==> src/rtl/core/assert_macros.svh <==
// Assertion macros used by the RTL file that carries checks.
`ifndef ASSERT_MACROS_SVH
`define ASSERT_MACROS_SVH

// The consequent must hold in the same cycle as the antecedent.
`define ABS_ASSERT_IMP(label, clk, rst_n, ante, cons) \
    label: assert property (@(posedge clk) disable iff (!rst_n) (ante) |-> (cons)) \
        else $error("same-cycle implication failed");

// The consequent must hold in the cycle after the antecedent.
`define ABS_ASSERT_NEXT(label, clk, rst_n, ante, cons) \
    label: assert property (@(posedge clk) disable iff (!rst_n) (ante) |=> (cons)) \
        else $error("next-cycle implication failed");

`endif

==> src/rtl/core/abs_pkg.sv <==
// Shared constants, state type and cell status type of the allocation shadow bitmap.
`timescale 1ns / 1ps
`default_nettype none

package abs_pkg;

    localparam int REGION_BYTES     = 65536;
    localparam int GRAIN_BYTES      = 32 / 8;
    localparam int REGIONS          = 16;
    localparam int ADDR_BITS        = 48;

    localparam int REGION_LOG2      = $clog2(REGION_BYTES);
    localparam int GRAIN_LOG2       = $clog2(GRAIN_BYTES);
    localparam int MARK_WORD_BITS   = 32;
    localparam int BIT_SEL_W        = $clog2(MARK_WORD_BITS);
    localparam int WORDS_PER_REGION = REGION_BYTES / GRAIN_BYTES / MARK_WORD_BITS;
    localparam int WORD_SEL_W       = $clog2(WORDS_PER_REGION);

    typedef enum logic [1:0] {
        ST_CLEAR,
        ST_IDLE,
        ST_UPDATE
    } abs_state_t;

    // Status that one region cell reports to the rest of the block.
    typedef struct packed {
        logic valid;
        logic hit;
    } abs_cell_stat_t;

endpackage

`default_nettype wire

==> src/rtl/core/abs_region_cell.sv <==
// One cell of the region table: holds one region tag and its valid bit.
`timescale 1ns / 1ps
`default_nettype none

module abs_region_cell #(
    parameter int TAG_W = abs_pkg::ADDR_BITS - abs_pkg::REGION_LOG2
) (
    input  wire logic                   clk,
    input  wire logic                   rst_n,
    input  wire logic [TAG_W-1:0]       tag,
    input  wire logic                   prev_valid,
    input  wire logic                   claim,
    output abs_pkg::abs_cell_stat_t     stat
);

    logic             valid_reg;
    logic             valid_next;
    logic [TAG_W-1:0] base_reg;
    logic [TAG_W-1:0] base_next;
    logic             take;

    // The first free cell is the one whose left neighbor is already taken.
    assign take = claim && prev_valid && !valid_reg;

    always_comb
    begin
        valid_next = valid_reg | take;
        base_next  = take ? tag : base_reg;
    end

    always_ff @(posedge clk or negedge rst_n)
    begin
        if (!rst_n)
        begin
            valid_reg <= 1'b0;
        end
        else
        begin
            valid_reg <= valid_next;
        end
    end

    always_ff @(posedge clk)
    begin
        base_reg <= base_next;
    end

    assign stat.valid = valid_reg;
    assign stat.hit   = valid_reg && (base_reg == tag);

endmodule

`default_nettype wire

==> config.mk <==
export PLATFORM = sky130hd
export DESIGN_NAME = abs_region_cell
export DESIGN_NICKNAME = d
export VERILOG_FILES = /design/src/rtl/core/assert_macros.svh /design/src/rtl/core/abs_pkg.sv /design/src/rtl/core/abs_region_cell.sv
export SDC_FILE = /design/constraint.sdc
export NUM_CORES = 1
export LEC_CHECK = 0
export BUFFER_PORTS_ARGS = -buffer_cell sky130_fd_sc_hd__buf_2
export CORE_MARGIN = 4
export CORE_UTILIZATION = 30
export DETAILED_ROUTE_END_ITERATION = 8
export HOLD_SLACK_MARGIN = 0.03
export PLACE_DENSITY = 0.57
export SLEW_MARGIN = 30
export SYNTH_ARGS = -nofsm -noshare
export SYNTH_HDL_FRONTEND = slang
export SYNTH_SLANG_ARGS = --single-unit
==> constraint.sdc <==
create_clock -name clk -period 3.2 [get_ports clk]
set_clock_uncertainty 0.1 [all_clocks]
set_input_delay 0.64 -clock clk [delete_from_list [all_inputs] [get_ports clk]]
set_output_delay 0.64 -clock clk [all_outputs]
set_load 0.005 [all_outputs]
# After elaboration in Yosys (flattened, before gate mapping)
# Cells that the tools add are included.
# word_totals
ff_bits,33
inputBits,36
elab_cells,8
# op_classes
eq_ne,1
bitwise,1
n_reduce_logical,4
# op_table
cell,count
equality test 32 bit,1
logical AND 1 bit,3
zero test 1 bit,1
bitwise OR 1 bit,1

# Logic depth before layout (Yosys ltp)
# Gate-level depths: netlist (run 1).
# logic_depth
depth_word,3
depth_mapped,4
mapped_depth_nobuf,4

# Worst setup path after synthesis (run 1)
# Ideal clock, no wire load.
# synth_timing
path_type,in2reg
start,input port claim
end,"register base_reg[0], enable pin"
arrival_time_ps,2059
required_time_ps,2679
slack_ps,619
path_stages,2
cell_sequence,nand2_1 > nor2_1
# synth_between
elab_chain_cells,2
# synth_lines
item,line,rtl
from (decl),abs_region_cell.sv:12,"input wire logic claim,"
logical AND 1 bit (2 in series),abs_region_cell.sv:23,assign take = claim && prev_valid && !valid_reg;
via take,abs_region_cell.sv:20,logic take;
to (signal assigned),abs_region_cell.sv:45,base_reg <= base_next;
to (decl),abs_region_cell.sv:18,logic [TAG_W-1:0] base_reg;
# The timed path passes the listed nets, and every way through them passes these cells.
# A chain may end at the register's enable or synchronous reset.

==> results of run 1 <==
report_power, final:
part / switching, mW / internal [mW] / leakage (nW)
logic: 0.0223 / 0.0261 / 0.299
registers: 0.0000000851 / 0.474 / 0.296
clock network: 0.135 / 0.154 / 0.0395
final cells by class:
| class | instances | area [sq um] | area share (%) |
|---|---|---|---|
| Clock buffer | 8 | 80.1 | 4.70 |
| Multi-Input combinational cell | 47 | 372 | 21.8 |
| Sequential cell | 33 | 986 | 57.8 |
| Tap cell | 52 | 65.1 | 3.82 |
| Timing Repair Buffer | 39 | 203 | 11.9 |
per-layer routing:
layer	wire length [um]	track usage, %	up-vias
met5	0	0	-
met4	21	4.08	0
met3	243	5.94	4
met2	1100	14.0	34
met1	1030	9.38	363
li1	-	-	384
stage by stage:
step	util, %	hold WS, ns	std cells	worst slack, ns	instance area [sq um]
floorplan	-	0.244	81	0.619	1360
global placement	36.8	0.315	170	0.663	1620
detailed placement	36.8	0.316	170	0.621	1620
CTS	38.9	0.449	179	0.619	1710
global route	38.9	0.440	179	0.563	1710
finish	38.9	0.442	179	0.660	1710
kinds of logic after synthesis:
| family | synth area share (%) |
|---|---|
| flops | 72.4 |
| xor+xnor | 20.6 |
| simple gates | 6.52 |
| buf+inv | 0.551 |
worst max path at each step:
stage	startpoint	end	slack, ns	cells past startpoint
after floorplan	claim	base_reg[0]$_DFFE_PP_	0.62	2
after global placement	tag[1]	stat[0]	0.66	6
after detailed placement	tag[1]	stat[0]	0.62	6
after CTS	tag[15]	stat[0]	0.62	6
after global routing	tag[15]	stat[0]	0.56	6
final	tag[1]	stat[0]	0.66	6
placed cells by master, fill, tap and decap left out, drive strengths merged:
master / count
xnor2: 1
nor2: 1
nand3: 2
dfrtp: 1
nand2: 1
clkbuf: 8
buf: 38
xor2: 31
nand2b: 1
dlygate4sd3: 1
nor3: 2
nand4: 1
edfxtp: 32
nor4: 7
what timing repair did:
item,in CTS,in global routing
buffers inserted,0,0
endpoints found under the hold margin,1,0
hold buffers,1,0
==> results_dict.tcl, run 1 <==
set metrics [dict create \
    syn-mean-instance-area_sq_um 16.8 \
    crit_path_frequent_cell "buf_2" \
    path_cells "buf_2 > xor2_1 > nor4_1 > nand4_1 > nor3_2 > buf_2" \
    cts_tree "yes" \
    drc 0 \
    ys_seq_area_share_pct 72.4 \
    worst_slew_pin_slew_ns 0.406 \
    clkSlewWorstSetupHoldPaths_ns 0.06 \
    ys_ff_latch 33 \
    fillers 420 \
    relSlewSlack_pct 72.9 \
    grt_setup_unrepaired "no" \
    hp-class "flip-flop to flip-flop" \
    port_buffers 37 \
    p_total_mw 0.811 \
    gp_congestion 0.777 \
    die_area_sq_um 5680 \
    crit_family "simple AND/OR/NAND/NOR gates" \
    fin_nets 162 \
    grt_max_degree 33 \
    ant_nets 0 \
    yosys-top-cells-count "edfxtp_1, xor2_1, nor4_1" \
    cts_buffers 5 \
    die_y_um 75.4 \
    finalSetupViolCount 0 \
    ys_async_sr_fraction_pct 3.03 \
    outcome "completed" \
    fmax_ghz 0.394 \
    ctsHtreeMaxLevel 2 \
    drt_iter0_drc 24 \
    yosysMostFrequentCell "edfxtp_1" \
    clk-insertion-delay-late_ns 0.27 \
    drt_wl_total_mm 2.39 \
    drive_gt1_share_pct 35.4 \
    regToRegEndpoint "base_reg[1]$_DFFE_PP_" \
    ir_drop_mv 0.334 \
    yosys.area.top_type "edfxtp_1" \
    grt_overflow 0 \
    startpoint_type "primary input" \
    vias_per_cell 4.39 \
    drv_slew 0 \
    synth_nets 117 \
    worst_path_max_delay_cell "nor4_1" \
    crit_arrival_ns 1.80 \
    largest_reg_flops 32 \
    synth_top_area_share_pct 70.5 \
    grt_usage_pct 8.96 \
    rr_startpoint "valid_reg$_DFF_PN0_" \
    clock_sink_count 33 \
    clock-root-buffer "clkbuf_8" \
    grt_pass1_vias 821 \
    wl_per_cell_um 13.3 \
    ioPinCount 38 \
    final_hold_viol_count 0 \
    setup.worst_path.class "primary input to output port" \
    num_vias 785 \
    powerDensity_nw_per_um2 476 \
    critPathBufInv 2 \
    min_to "valid_reg$_DFF_PN0_" \
    firstDrtPassIters 3 \
    antenna_found_initial 0 \
    dp_hpwl_mm 1.79 \
    antenna_cells 0 \
    areaGrowthSynthToFinish_pct 25.2 \
    endpoint_kind "output port" \
    slowest_delay_ns 0.38 \
    clockBufferDepth 2 \
    ys.flop_type "edfxtp_1" \
    maxCapViolations 0 \
    start_util_pct 31.1 \
    core-area_sq_um 4380 \
    holdCritStartpoint "valid_reg$_DFF_PN0_" \
    leakage_nw 0.635 \
    hold_depth 1 \
    synth_cell_types 13 \
    tns_ns 0 \
    reg2regPathDepth 2 \
    synth_warnings 0 \
    required_ns 2.46 \
    syn-cell-area_sq_um 1360 \
    fin_crit_sh_pct 79.4 \
    min_period_ns 2.54 \
    synth-edff-count 32 \
    row_count 24 \
    ctsResizeCount 0 \
    synthCells 81 \
    grt_pass1_wl_mm 3.53 \
    reg2reg_setup_slack_ns 1.86 \
    critical_path.max_fanout 2 \
    synth_area_leaders "edfxtp_1, xor2_1, nor4_1" \
    die_x_um 75.4 \
]
(Power assumes the default switching activity.)
==> inputs of run 2 (changes only) <==
--- a/config.mk
+++ b/config.mk
@@ -5,12 +5,13 @@
 export SDC_FILE = /design/constraint.sdc
 export NUM_CORES = 1
 export LEC_CHECK = 0
+export ABC_AREA = 1
 export BUFFER_PORTS_ARGS = -buffer_cell sky130_fd_sc_hd__buf_2
 export CORE_MARGIN = 4
 export CORE_UTILIZATION = 30
 export DETAILED_ROUTE_END_ITERATION = 8
 export HOLD_SLACK_MARGIN = 0.03
-export PLACE_DENSITY = 0.57
+export PLACE_DENSITY = 0.58
 export SLEW_MARGIN = 30
 export SYNTH_ARGS = -nofsm -noshare
 export SYNTH_HDL_FRONTEND = slang
==> constraint.sdc (replaced) <==
create_clock -name clk -period 2.3 [get_ports clk]
set_clock_uncertainty 0.1 [all_clocks]
set_input_delay 0.46 -clock clk [delete_from_list [all_inputs] [get_ports clk]]
set_output_delay 0.46 -clock clk [all_outputs]
set_load 0.005 [all_outputs]
==> results_dict.tcl, run 2 <==
set metrics [dict create \
    grt_max_degree 33 \
    final_hold_viol_count 0 \
    yosys-top-cells-count "nand2_1, inv_1, edfxtp_1" \
    regToRegEndpoint "base_reg[15]$_DFFE_PP_" \
    synth_top_area_share_pct 60.4 \
    firstDrtPassIters 4 \
    core-area_sq_um 5110 \
    hp-class "primary input to flip-flop" \
    antenna_cells 0 \
    grt_pass1_wl_mm 4.75 \
    required_ns 1.74 \
    placed_cells 283 \
    drc 0 \
    reg2reg_setup_slack_ns 0.85 \
    synth_nets 212 \
    largest_reg_flops 32 \
    wl_per_cell_um 10.0 \
    synth_warnings 0 \
    leakage_nw 0.953 \
    fin_nets 257 \
    ioPinCount 38 \
    final_common_cell "nand2_1" \
    fin_ws_ns 0.335 \
    synth-edff-count 32 \
    synth_area_leaders "edfxtp_1, nand2_1, inv_1" \
    gp_congestion 0.640 \
    post-cts-setup-buffer-count 0 \
    layout_common_cells "nand2_1, inv_1, buf_2" \
    maxCapViolations 0 \
    startpoint_type "flip-flop" \
    ant_nets 0 \
    reg2regPathDepth 2 \
    syn-mean-instance-area_sq_um 9.04 \
    ys_seq_area_share_pct 62.0 \
    port_buffers 37 \
    ctsHtreeMaxLevel 2 \
    dp_hpwl_mm 2.17 \
    cts_hold_buf 1 \
    grt_setup_unrepaired "no" \
    finalSetupViolCount 0 \
    drt_wl_total_mm 2.92 \
    vias_per_cell 3.86 \
    outcome "completed" \
    endpoint_kind "output port" \
    ys_async_sr_fraction_pct 3.03 \
    die_x_um 80.8 \
    clk-insertion-delay-late_ns 0.27 \
    fillers 551 \
    ys_ff_latch 33 \
    ir_drop_mv 0.270 \
    multiInputGateArea_sq_um 458 \
    start_util_pct 31.1 \
    critical_path.max_fanout 2 \
    clock-root-buffer "clkbuf_8" \
    holdCritStartpoint "tag[8]" \
    register_area_sq_um 986 \
    areaGrowthSynthToFinish_pct 24.2 \
    clock_sink_count 33 \
    clockBufferDepth 2 \
    clkSlewWorstSetupHoldPaths_ns 0.07 \
    die_y_um 80.8 \
    grt_pass1_vias 1115 \
    relSlewSlack_pct 71.5 \
    row_count 26 \
    setup.worst_path.class "flip-flop to output port" \
    drive_gt1_share_pct 20.3 \
    worst_slew_pin_slew_ns 0.427 \
    fmax_ghz 0.509 \
    ctsResizeCount 0 \
    fin_crit_sh_pct 85.4 \
    post-place-ws_ns 0.394 \
    grt_usage_pct 9.82 \
    finalNonFillerCells 292 \
    yosys.area.top_type "edfxtp_1" \
    min_period_ns 1.96 \
    syn-cell-area_sq_um 1590 \
    grt_overflow 0 \
    cts_buffers 5 \
    num_vias 1128 \
    rr_startpoint "valid_reg$_DFF_PN0_" \
    synth_cell_types 12 \
    tns_ns 0 \
    synthCells 176 \
    min_to "base_reg[8]$_DFFE_PP_" \
    yosysMostFrequentCell "nand2_1" \
    antenna_found_initial 0 \
    ys.flop_type "edfxtp_1" \
    crit_arrival_ns 1.40 \
    cts_tree "yes" \
    drv_slew 0 \
    drt_iter0_drc 41 \
    die_area_sq_um 6530 \
    powerDensity_nw_per_um2 601 \
    hold_depth 1 \
]
## run 2: per-stage QoR
stage	hold slack (ns)	power (mW)	util [%]	area [sq um]
floorplan	0.0644	0.706	-	1600
global placement	0.135	0.751	36.7	1870
detailed placement	0.138	0.753	36.7	1870
CTS	0.270	1.21	38.7	1970
global route	0.264	1.25	38.7	1970
finish	0.281	1.19	38.7	1970
## run 2: cell type report
cell class,instances,share of cell area [%]
flip-flops and latches,33,49.9
multi-input cells,102,23.2
repair buffers,39,10.3
inverters,40,7.60
clock buffers,8,4.56
well taps,70,4.44
## run 2: kinds of logic after synthesis
family	share of synthesized area [%]
xor+xnor	5.51
compound gates	2.05
buf+inv	9.91
simple gates	20.5
flops	62.0
## run 2: where the power goes
group	leakage [nW]	internal, mW	switching (mW)
Combinational	0.611	0.0402	0.0408
Sequential	0.296	0.658	0
Clock	0.0455	0.244	0.203
Total	0.953	0.943	0.244
## run 2: per-layer routing
metal	global-route usage, %	up-vias	part of all wire [%]
li1	-	621	-
met1	11.6	480	47
met2	15.4	23	46
met3	4.21	4	6.3
met4	4.56	0	0.92
met5	0	-	0
## run 2: worst max path at each step
stage | end | cells after the start | start | slack [ns]
4_1_cts | stat[0] | 8 | base_reg[27]$_DFFE_PP_ | 0.27
6_report | stat[0] | 8 | base_reg[20]$_DFFE_PP_ | 0.34
3_5_place_dp | stat[0] | 10 | tag[20] | 0.39
3_3_place_gp | stat[0] | 10 | tag[27] | 0.37
2_1_floorplan | base_reg[0]$_DFFE_PP_ | 2 | prev_valid | 0.45
5_1_grt | stat[0] | 8 | base_reg[9]$_DFFE_PP_ | 0.16
## run 2: critical path: stages, from the launching register on
cell and delay [ns]:
edfxtp_1 0.39, nand2_1 0.08, nand2_1 0.06, nor2_1 0.09
nand2_1 0.06, nor2_1 0.11, nand3_1 0.11, nor2_1 0.10
buf_2 0.12
